<file path="src/hw/rtl/i2c_master_register_access_defines.svh">
// Assertion macros for the I2C register access master.
// Depends on nothing; included by the top level, which writes its checks with them.
`ifndef I2C_MASTER_REGISTER_ACCESS_DEFINES_SVH
`define I2C_MASTER_REGISTER_ACCESS_DEFINES_SVH

`ifndef NO_ASSERTIONS
// Plain property, checked at every clock edge outside reset.
`define I2CRA_ASSERT(lbl, clk, rst, prop, msg) \
   lbl: assert property (@(posedge clk) disable iff (rst) (prop)) else $error(msg);
// Antecedent implies consequent in the following clock cycle.
`define I2CRA_ASSERT_NEXT(lbl, clk, rst, ante, cons, msg) \
   lbl: assert property (@(posedge clk) disable iff (rst) (ante) |=> (cons)) else $error(msg);
`else
`define I2CRA_ASSERT(lbl, clk, rst, prop, msg)
`define I2CRA_ASSERT_NEXT(lbl, clk, rst, ante, cons, msg)
`endif

`endif

</file>
<file path="src/hw/rtl/i2cra_pkg.sv">
// Types and constants shared by the I2C register access master.
// No dependencies; compiled first.
`default_nettype none

package i2cra_pkg;

   // command codes on the request channel
   localparam logic [1:0] OP_START = 2'd0;
   localparam logic [1:0] OP_LOAD  = 2'd1;
   localparam logic [1:0] OP_TICK  = 2'd2;

   localparam logic [7:0] MSB_MASK = 8'h80;

   localparam logic [6:0] DEV_ADDR_RESET = 7'd81;

   typedef struct packed {
      logic [1:0] op;
      logic       read_not_write;
      logic [7:0] register_address;
      logic [3:0] byte_count;
      logic [7:0] write_data;
      logic       sda_sample;
   } req_type;

   typedef struct packed {
      logic       scl_level;
      logic       sda_level;
      logic [7:0] read_data;
      logic       read_valid;
      logic       busy_res;
      logic       done_res;
      logic       nack_error;
   } rsp_type;

   typedef struct packed {
      logic [6:0] device_address;
   } csr_type;

endpackage

`default_nettype wire

</file>
<file path="src/hw/rtl/i2cra_chan_if.sv">
// Valid/ready channel carrying one beat of a given payload type.
// Depends on i2cra_pkg for the payload types it is instantiated with.
`default_nettype none

interface i2cra_chan_if #(
   parameter type payload_type = logic
);
   logic        valid;
   logic        ready;
   payload_type data;

   modport source (output valid, output data, input ready);
   modport sink   (input valid, input data, output ready);
endinterface

`default_nettype wire

</file>
<file path="src/hw/rtl/i2c_master_register_access.sv">
// I2C master running one register read or write per start command.
// Depends on i2cra_pkg, i2cra_chan_if and i2c_master_register_access_defines.svh.
//
// Use:
//  - csr_if : one-register write port (device_address, 7 bits, reset 81). Always
//             ready; write only while no transaction is running.
//  - req_if : command beats. op START latches direction, register and byte count;
//             op LOAD queues a write byte (idle only, up to MAX_BYTES); op TICK
//             advances the bus by one timing slot and produces one rsp beat.
//  - rsp_if : one beat per TICK with the SCL/SDA levels for that slot, received
//             byte strobe, busy, done and NACK error flags.
// Timing: one command beat per cycle is sustained while rsp_if takes result
// beats. A TICK's result sits in the output register from the next cycle.
// The next slot depends only on registered phase and counters, so there is no
// internal loop slowing things down.
// Stall: req_if.ready drops only while the output register holds a beat that
// rsp_if has not taken; a new TICK may be accepted in the same cycle the held
// beat leaves.
// Reset (synchronous, active high): bus released (SCL=SDA=1), phase idle, load
// pointer cleared, device_address back to 81. The write buffer is not cleared;
// a write must only send bytes loaded since the previous start.
`default_nettype none

`include "i2c_master_register_access_defines.svh"

module i2c_master_register_access #(
   parameter int MAX_BYTES = 8
) (
   input  wire               clock,
   input  wire               reset,
   i2cra_chan_if.sink        req_if,
   i2cra_chan_if.source      rsp_if,
   i2cra_chan_if.sink        csr_if
);
   import i2cra_pkg::*;

   localparam int CNT_W = $clog2(MAX_BYTES + 1);
   localparam int IDX_W = (MAX_BYTES > 1) ? $clog2(MAX_BYTES) : 1;

   // bus phases
   localparam logic [2:0] PH_IDLE  = 3'd0;
   localparam logic [2:0] PH_START = 3'd1;
   localparam logic [2:0] PH_SEND  = 3'd2;
   localparam logic [2:0] PH_SACK  = 3'd3;
   localparam logic [2:0] PH_RECV  = 3'd4;
   localparam logic [2:0] PH_RACK  = 3'd5;
   localparam logic [2:0] PH_STOP  = 3'd6;

   // which byte of the transaction is on the wire
   localparam logic [1:0] STG_ADDRW = 2'd0;
   localparam logic [1:0] STG_REG   = 2'd1;
   localparam logic [1:0] STG_WDATA = 2'd2;
   localparam logic [1:0] STG_ADDRR = 2'd3;

   req_type             req;
   logic                req_accept;
   logic                tick;

   logic [2:0]          phase_ff, phase_in;
   logic [1:0]          slot_ff, slot_in;
   logic [2:0]          bit_ff, bit_in;
   logic [CNT_W-1:0]    byte_idx_ff, byte_idx_in;
   logic [7:0]          shift_ff, shift_in;
   logic [CNT_W-1:0]    load_ptr_ff, load_ptr_in;
   logic                dir_ff, dir_in;
   logic [7:0]          treg_ff, treg_in;
   logic [CNT_W-1:0]    count_ff, count_in;
   logic                scl_ff, scl_in;
   logic                sda_ff, sda_in;
   logic [1:0]          stage_ff, stage_in;
   logic                nack_ff, nack_in;
   logic [6:0]          dev_addr_ff;

   logic                rsp_valid_ff, rsp_valid_in;
   rsp_type             rsp_data_ff, rsp_data_in;

   // write buffer, with a registered read port prefetching the next byte to send
   logic [7:0]          wbuf_mem [MAX_BYTES];
   logic [7:0]          wbuf_q_ff;
   logic [IDX_W-1:0]    wbuf_rd_addr;
   logic                wbuf_wr_en;

   assign req          = req_if.data;
   assign req_if.ready = !rsp_valid_ff || rsp_if.ready;
   assign req_accept   = req_if.valid && req_if.ready;
   assign csr_if.ready = 1'b1;

   assign rsp_if.valid = rsp_valid_ff;
   assign rsp_if.data  = rsp_data_ff;

   // Stage REG hands over to byte 0; during data bytes the next one is fetched.
   assign wbuf_rd_addr = (stage_ff == STG_WDATA) ?
                         IDX_W'(byte_idx_ff + CNT_W'(1)) : '0;

   always_ff @(posedge clock) begin
      if (wbuf_wr_en) begin
         wbuf_mem[load_ptr_ff[IDX_W-1:0]] <= req.write_data;
      end
      wbuf_q_ff <= wbuf_mem[wbuf_rd_addr];
   end

   always_comb begin
      logic scl, sda, rd_v, busy, done, nerr;
      logic [7:0] rd;
      logic [7:0] recv_byte;

      phase_in    = phase_ff;
      slot_in     = slot_ff;
      bit_in      = bit_ff;
      byte_idx_in = byte_idx_ff;
      shift_in    = shift_ff;
      load_ptr_in = load_ptr_ff;
      dir_in      = dir_ff;
      treg_in     = treg_ff;
      count_in    = count_ff;
      scl_in      = scl_ff;
      sda_in      = sda_ff;
      stage_in    = stage_ff;
      nack_in     = nack_ff;
      wbuf_wr_en  = 1'b0;
      tick        = 1'b0;

      scl  = 1'b1;
      sda  = 1'b1;
      rd   = 8'd0;
      rd_v = 1'b0;
      busy = 1'b1;
      done = 1'b0;
      nerr = 1'b0;
      recv_byte = {shift_ff[6:0], req.sda_sample};

      if (req_accept) begin
         case (req.op)
            OP_START: begin
               if (phase_ff == PH_IDLE) begin
                  dir_in      = req.read_not_write;
                  treg_in     = req.register_address;
                  count_in    = (32'(req.byte_count) > MAX_BYTES) ?
                                CNT_W'(MAX_BYTES) : CNT_W'(req.byte_count);
                  load_ptr_in = '0;
                  nack_in     = 1'b0;
                  byte_idx_in = '0;
                  stage_in    = STG_ADDRW;
                  slot_in     = 2'd0;
                  phase_in    = PH_START;
               end
            end
            OP_LOAD: begin
               if (phase_ff == PH_IDLE && 32'(load_ptr_ff) < MAX_BYTES) begin
                  wbuf_wr_en  = 1'b1;
                  load_ptr_in = load_ptr_ff + CNT_W'(1);
               end
            end
            OP_TICK: begin
               tick = 1'b1;
               unique case (phase_ff)
                  PH_START: begin
                     scl = (slot_ff < 2'd2);
                     sda = (slot_ff == 2'd0);
                     if (slot_ff >= 2'd2) begin
                        shift_in = {dev_addr_ff, stage_ff == STG_ADDRR};
                        bit_in   = 3'd0;
                        slot_in  = 2'd0;
                        phase_in = PH_SEND;
                     end else begin
                        slot_in = slot_ff + 2'd1;
                     end
                  end
                  PH_SEND: begin
                     sda = |(shift_ff & MSB_MASK);
                     scl = (slot_ff == 2'd1);
                     if (slot_ff >= 2'd2) begin
                        shift_in = {shift_ff[6:0], 1'b0};
                        slot_in  = 2'd0;
                        if (bit_ff == 3'd7) begin
                           bit_in   = 3'd0;
                           phase_in = PH_SACK;
                        end else begin
                           bit_in = bit_ff + 3'd1;
                        end
                     end else begin
                        slot_in = slot_ff + 2'd1;
                     end
                  end
                  PH_SACK: begin
                     sda = 1'b1;
                     scl = (slot_ff == 2'd1);
                     if (slot_ff == 2'd1 && req.sda_sample) begin
                        nack_in = 1'b1;
                     end
                     if (slot_ff >= 2'd2) begin
                        slot_in = 2'd0;
                        if (nack_ff) begin
                           phase_in = PH_STOP;
                        end else begin
                           unique case (stage_ff)
                              STG_ADDRW: begin
                                 stage_in = STG_REG;
                                 shift_in = treg_ff;
                                 bit_in   = 3'd0;
                                 phase_in = PH_SEND;
                              end
                              STG_REG: begin
                                 if (dir_ff) begin
                                    stage_in = STG_ADDRR;
                                    phase_in = PH_START;
                                 end else if (count_ff == '0) begin
                                    phase_in = PH_STOP;
                                 end else begin
                                    stage_in    = STG_WDATA;
                                    byte_idx_in = '0;
                                    shift_in    = wbuf_q_ff;
                                    bit_in      = 3'd0;
                                    phase_in    = PH_SEND;
                                 end
                              end
                              STG_WDATA: begin
                                 byte_idx_in = byte_idx_ff + CNT_W'(1);
                                 if (byte_idx_in < count_ff) begin
                                    shift_in = wbuf_q_ff;
                                    bit_in   = 3'd0;
                                    phase_in = PH_SEND;
                                 end else begin
                                    phase_in = PH_STOP;
                                 end
                              end
                              default: begin
                                 // address+R acknowledged: start receiving, or stop if no bytes are to be read
                                 if (count_ff == '0) begin
                                    phase_in = PH_STOP;
                                 end else begin
                                    byte_idx_in = '0;
                                    bit_in      = 3'd0;
                                    shift_in    = 8'd0;
                                    phase_in    = PH_RECV;
                                 end
                              end
                           endcase
                        end
                     end else begin
                        slot_in = slot_ff + 2'd1;
                     end
                  end
                  PH_RECV: begin
                     sda = 1'b1;
                     scl = (slot_ff == 2'd0);
                     if (slot_ff == 2'd0) begin
                        shift_in = recv_byte;
                        if (bit_ff == 3'd7) begin
                           rd_v = 1'b1;
                           rd   = recv_byte;
                        end
                        slot_in = 2'd1;
                     end else begin
                        slot_in = 2'd0;
                        if (bit_ff == 3'd7) begin
                           bit_in   = 3'd0;
                           phase_in = PH_RACK;
                        end else begin
                           bit_in = bit_ff + 3'd1;
                        end
                     end
                  end
                  PH_RACK: begin
                     // ACK every byte but the last
                     sda = !(({1'b0, byte_idx_ff} + (CNT_W+1)'(1)) < {1'b0, count_ff});
                     scl = (slot_ff == 2'd1);
                     if (slot_ff >= 2'd2) begin
                        byte_idx_in = byte_idx_ff + CNT_W'(1);
                        slot_in     = 2'd0;
                        if (byte_idx_in < count_ff) begin
                           shift_in = 8'd0;
                           bit_in   = 3'd0;
                           phase_in = PH_RECV;
                        end else begin
                           phase_in = PH_STOP;
                        end
                     end else begin
                        slot_in = slot_ff + 2'd1;
                     end
                  end
                  PH_STOP: begin
                     scl = (slot_ff != 2'd0);
                     sda = (slot_ff >= 2'd2);
                     if (slot_ff >= 2'd2) begin
                        done     = 1'b1;
                        busy     = 1'b0;
                        nerr     = nack_ff;
                        slot_in  = 2'd0;
                        phase_in = PH_IDLE;
                     end else begin
                        slot_in = slot_ff + 2'd1;
                     end
                  end
                  default: begin
                     scl      = scl_ff;
                     sda      = sda_ff;
                     busy     = 1'b0;
                     phase_in = PH_IDLE;
                     slot_in  = 2'd0;
                  end
               endcase
               scl_in = scl;
               sda_in = sda;
            end
            default: begin
            end
         endcase
      end

      rsp_data_in = rsp_data_ff;
      if (tick) begin
         rsp_valid_in           = 1'b1;
         rsp_data_in.scl_level  = scl;
         rsp_data_in.sda_level  = sda;
         rsp_data_in.read_data  = rd;
         rsp_data_in.read_valid = rd_v;
         rsp_data_in.busy_res   = busy;
         rsp_data_in.done_res   = done;
         rsp_data_in.nack_error = nerr;
      end else if (rsp_if.ready) begin
         rsp_valid_in = 1'b0;
      end else begin
         rsp_valid_in = rsp_valid_ff;
      end
   end

   always_ff @(posedge clock) begin
      if (reset) begin
         phase_ff     <= PH_IDLE;
         slot_ff      <= 2'd0;
         bit_ff       <= 3'd0;
         byte_idx_ff  <= '0;
         shift_ff     <= 8'd0;
         load_ptr_ff  <= '0;
         dir_ff       <= 1'b0;
         treg_ff      <= 8'd0;
         count_ff     <= '0;
         scl_ff       <= 1'b1;
         sda_ff       <= 1'b1;
         stage_ff     <= STG_ADDRW;
         nack_ff      <= 1'b0;
         dev_addr_ff  <= DEV_ADDR_RESET;
         rsp_valid_ff <= 1'b0;
      end else begin
         phase_ff     <= phase_in;
         slot_ff      <= slot_in;
         bit_ff       <= bit_in;
         byte_idx_ff  <= byte_idx_in;
         shift_ff     <= shift_in;
         load_ptr_ff  <= load_ptr_in;
         dir_ff       <= dir_in;
         treg_ff      <= treg_in;
         count_ff     <= count_in;
         scl_ff       <= scl_in;
         sda_ff       <= sda_in;
         stage_ff     <= stage_in;
         nack_ff      <= nack_in;
         rsp_valid_ff <= rsp_valid_in;
         if (csr_if.valid && csr_if.ready) begin
            dev_addr_ff <= csr_if.data.device_address;
         end
      end
   end

   always_ff @(posedge clock) begin
      rsp_data_ff <= rsp_data_in;
   end

   // checks
   `I2CRA_ASSERT(a_nack_only_at_done, clock, reset,
      rsp_valid_ff && rsp_data_ff.nack_error |-> rsp_data_ff.done_res && !rsp_data_ff.busy_res,
      "nack_error outside the final STOP slot")
   `I2CRA_ASSERT(a_rx_only_on_read, clock, reset,
      rsp_valid_ff && rsp_data_ff.read_valid |-> dir_ff && rsp_data_ff.busy_res,
      "received byte strobe outside a read transaction")
   `I2CRA_ASSERT(a_byte_idx_in_range, clock, reset,
      (phase_ff != PH_IDLE) |-> (byte_idx_ff <= count_ff),
      "byte index beyond latched count")
   `I2CRA_ASSERT_NEXT(a_done_goes_idle, clock, reset,
      req_accept && tick && phase_ff == PH_STOP && slot_ff == 2'd2,
      phase_ff == PH_IDLE && scl_ff && sda_ff,
      "bus not released and idle after STOP")

endmodule

`default_nettype wire

</file>
<file path="src/flat_wrapper.sv">
// flat-port wrapper written by rule: the top's interface ports become plain ports
module i2c_master_register_access_flat import i2cra_pkg::*;
#(
   parameter int MAX_BYTES = 8
)
  (clock, reset, req_if_valid, req_if_data, req_if_ready, rsp_if_valid, rsp_if_data, rsp_if_ready, csr_if_valid, csr_if_data, csr_if_ready);
  i2cra_chan_if #(.payload_type(req_type)) req_if_i ();
  i2cra_chan_if #(.payload_type(rsp_type)) rsp_if_i ();
  i2cra_chan_if #(.payload_type(csr_type)) csr_if_i ();
  input  wire clock;
  input  wire reset;
  input wire logic [$bits(req_if_i.valid)-1:0] req_if_valid;
  input wire logic [$bits(req_if_i.data)-1:0] req_if_data;
  output wire logic [$bits(req_if_i.ready)-1:0] req_if_ready;
  output wire logic [$bits(rsp_if_i.valid)-1:0] rsp_if_valid;
  output wire logic [$bits(rsp_if_i.data)-1:0] rsp_if_data;
  input wire logic [$bits(rsp_if_i.ready)-1:0] rsp_if_ready;
  input wire logic [$bits(csr_if_i.valid)-1:0] csr_if_valid;
  input wire logic [$bits(csr_if_i.data)-1:0] csr_if_data;
  output wire logic [$bits(csr_if_i.ready)-1:0] csr_if_ready;
  assign req_if_i.valid = req_if_valid;
  assign req_if_i.data = req_if_data;
  assign req_if_ready = req_if_i.ready;
  assign rsp_if_valid = rsp_if_i.valid;
  assign rsp_if_data = rsp_if_i.data;
  assign rsp_if_i.ready = rsp_if_ready;
  assign csr_if_i.valid = csr_if_valid;
  assign csr_if_i.data = csr_if_data;
  assign csr_if_ready = csr_if_i.ready;
  i2c_master_register_access #(.MAX_BYTES(MAX_BYTES)) u_core (.clock(clock), .reset(reset), .req_if(req_if_i), .rsp_if(rsp_if_i), .csr_if(csr_if_i));
endmodule
</file>
<file path="config.mk">
export PLATFORM = sky130hd
export DESIGN_NAME = i2c_master_register_access_flat
export DESIGN_NICKNAME = d
export VERILOG_FILES = /design/src/hw/rtl/i2cra_pkg.sv /design/src/hw/rtl/i2cra_chan_if.sv /design/src/hw/rtl/i2c_master_register_access.sv /design/src/flat_wrapper.sv
export VERILOG_INCLUDE_DIRS = /design/src /design/src/hw/rtl
export SDC_FILE = /design/constraint.sdc
export NUM_CORES = 1
export LEC_CHECK = 0
export BUFFER_PORTS_ARGS = -buffer_cell sky130_fd_sc_hd__buf_2
export CORE_MARGIN = 2
export CORE_UTILIZATION = 50
export DETAILED_ROUTE_END_ITERATION = 8
export GPL_ROUTABILITY_DRIVEN = 0
export HOLD_SLACK_MARGIN = 0.02
export PLACE_DENSITY = 0.79
export SYNTH_ARGS = -nofsm -noshare
export SYNTH_HDL_FRONTEND = slang
export SYNTH_SLANG_ARGS = --single-unit
</file>
<file path="constraint.sdc">
create_clock -name clock -period 2.51 [get_ports clock]
set_input_delay 0.502 -clock clock [delete_from_list [all_inputs] [get_ports clock]]
set_output_delay 0.502 -clock clock [all_outputs]
set_load 0.01 [all_outputs]
</file>
==> results.yml <==
timing:
  fmax_mhz: 413
  fin_crit_sh: 0.965
  tightest_slew_ns: 0.602
  setup_violations: 0
  period_needed_ns: 2.42
  slew-limit-headroom: 0.597
  clock_skew_ns: 0.00894
  hold_violations: 0
  rsz0062_at_grt: "yes"
  final_max_slew_viol_count: 0
cts:
  htreeDepth: 4
  clk_path_buf_depth: 2
  worstSkewPairLatency_ns: 0.42
  cts_tree: "built"
  cts-root-buf: "clkbuf_16"
  path_clk_slew_ns: 0.06
  cts_sinks: 136
  numCtsBuffers: 17
worst_hold_path:
  hp-class: "in2reg"
synthesis:
  syn_inst: 553
  synth_top_area_frac: 0.375
  yosys.cell_count.top_type: "edfxtp_1"
  synth_area_leaders: "edfxtp_1 38%, dfxtp_1 19%, mux2i_1 4.5%"
  yosys_warnings: 0
  yosys_most_used_dff: "edfxtp_1"
  synthTopCellsByCount: "78 x edfxtp_1, 58 x dfxtp_1, 47 x nand2_1, 33 x nor2_1, 29 x a21oi_1"
  synth_area_sq_um: 6250
  synth-seq-cells: 136
  synth_top_area_cell: "edfxtp_1"
  post_synth.cell_area_avg_sq_um: 11.3
  async_reset_ff_frac: 0
  synth_edf_count: 78
  yosysUniqueCellTypes: 71
  syn_nets: 600
  ys_seq_area_frac: 0.561
die:
  row_count: 40
  die-area_sq_um: 13400
  fp.dieH_microns: 116
  dieWidth_microns: 116
  ios: 53
  core_area_sq_um: 12100
  initial_core_util: 0.516
grt:
  met1_usage: 0.246
  grtUsageTotal: 0.214
  grt_max_degree: 33
  grtUsageMet2: 0.386
  top_usage_layer: "met2"
  grt_pass1_wl_microns: 21800
  use_met3: 0.0523
  grt_overflow_total: 0
  first_global_vias: 4497
  antenna_found_initial: 0
cells_and_area:
  seq_area_sq_um: 3510
  syn_to_final_growth_pct: 18.6
  fin_area_sq_um: 7410
  num-fill-cells: 987
  multi_input_area_sq_um: 2560
  drive_above_1_share: 0.228
  nNetsFinal: 670
  n_antenna_cell: 0
power:
  vdd_drop_max_mv: 0.670
  total_power_mw: 4.84
  p_leak_nw: 2.66
  power_density_nw_per_um2: 653
drt:
  drt_first_pass_iters: 4
  drt_iter0_drc: 262
  vias: 4623
  avgRoutedWirePerCell_microns: 17.1
  totalWireLength_microns: 13800
  routed_via_density: 5.75
  final_antenna_net_count: 0
  drcViolationCount: 0
critical_path:
  arrival_ns: 2.77
  start_kind: "flip-flop"
  cp-end-kind: "flip-flop"
  crit_type: "reg2reg"
  crit_fanout: 4
  cp.required_ns: 2.86
place:
  dp.final_hpwl_microns: 9290
  port_buffers: 51
  placed_area_sq_um: 6780
flow_run:
  maxCapViolCount: 0
outcome:
  outcome: "complete, no violations"
cell type report:
type	count	share of cell area
Tap cell	168	0.0284
Timing Repair Buffer	87	0.0714
Sequential cell	136	0.473
Multi-Input combinational cell	363	0.346
Inverter	18	0.00929
Clock inverter	14	0.0137
Clock buffer	18	0.0579
per-stage QoR:
stage / util / std cells / TNS (ns) / setup slack, ns / hold WS (ns)
3_5_place_dp: 0.560 / 767 / 0 / 0.0575 / 0.449
6_report: 0.612 / 804 / 0 / 0.0868 / 0.288
2_1_floorplan: - / 553 / 0 / 0.0195 / 0.432
4_1_cts: 0.604 / 799 / 0 / 0.0362 / 0.274
5_1_grt: 0.612 / 804 / -0.0486 / -0.0192 / 0.289
3_3_place_gp: 0.560 / 767 / 0 / 0.188 / 0.443
power breakdown:
part | leakage (nW) | internal, mW | switching (mW)
combinational | 1.24 | 0.0890 | 0.130
clock | 0.244 | 1.26 | 0.957
sequential | 1.18 | 2.38 | 0.0181
total | 2.66 | 3.74 | 1.11
critical path, stage by stage, from the launching register on:
cell      delay, ns
dfxtp_2        0.34
ha_2           0.22
xor2_2         0.15
ha_1           0.21
or3_4          0.35
o22ai_4        0.25
buf_4          0.16
o221ai_2       0.14
or3_1          0.42
a21oi_1        0.12
cell usage in the layout (no fill, tap or decap), drive strengths merged, types with 6 or more instances in the layout:
cell and n:
a22o 7, nor3b 10, nand2b 11, edfxtp 78, clkbuf 18, a221oi 7, o211ai 6, nor2b 13
inv 21, nand3 7, and2 12, or3 11, mux2i 28, nor3 8, a21oi 29, o21ai 26
buf 87, clkinvlp 6, ha 11, nor2 34, a211o 8, nand3b 6, nand2 49, a211oi 8
o221ai 9, dfxtp 58
metal layers:
layer,wire [microns],vias up
met5,0,-
li1,-,2206
met1,5580,2256
met4,272,0
met3,654,26
met2,7260,135
worst paths after layout:
path	startpoint	endpoint	slack, ns	depth (start not counted)
setup / recovery	u_core.byte_idx_ff[0]	u_core.shift_ff[4]	0.09	9
hold / removal	csr_if_data[0]	u_core.dev_addr_ff[0]	0.29	2
setup reg to reg	u_core.byte_idx_ff[0]	u_core.shift_ff[4]	0.09	9
hold reg to reg	u_core.load_ptr_ff[3]	u_core.load_ptr_ff[3]	0.46	1
what timing repair did:
| item | 4_1_cts | 5_1_grt |
|---|---|---|
| endpoints found under the setup margin | 0 | 10 |
| setup buffers | 0 | 4 |
| gates resized for setup | 0 | 14 |
| hold buffers | 0 | 0 |
state kept, by name (all words and copies together), names as in the netlist:
signal / count
u_core.byte_idx_ff: 4
u_core.load_ptr_ff: 4
u_core.stage_ff: 2
u_core.rsp_if.data: 14
u_core.bit_ff: 3
u_core.dir_ff: 1
u_core.sda_ff: 1
u_core.rsp_if.valid: 1
u_core.scl_ff: 1
u_core.shift_ff: 8
u_core.nack_ff: 1
u_core.count_ff: 4
u_core.treg_ff: 8
u_core.dev_addr_ff: 7
u_core.phase_ff: 3
u_core.wbuf_mem: 64
u_core.slot_ff: 2
u_core.wbuf_q_ff: 8
cell families after synthesis:
| kind of cell | Yosys count | synth area share |
|---|---|---|
| AND/OR/NAND/NOR | 182 | 0.162 |
| flip-flops | 136 | 0.561 |
| AO/OA/AOI/OAI | 127 | 0.145 |
| buffers and inverters | 55 | 0.0381 |
| multiplexers | 36 | 0.0647 |
| adder cells (fa/ha/maj) | 12 | 0.0236 |
| XOR/XNOR | 4 | 0.00561 |
| other | 1 | 0.000600 |
No activity file was read; power rests on OpenSTA's default activity.
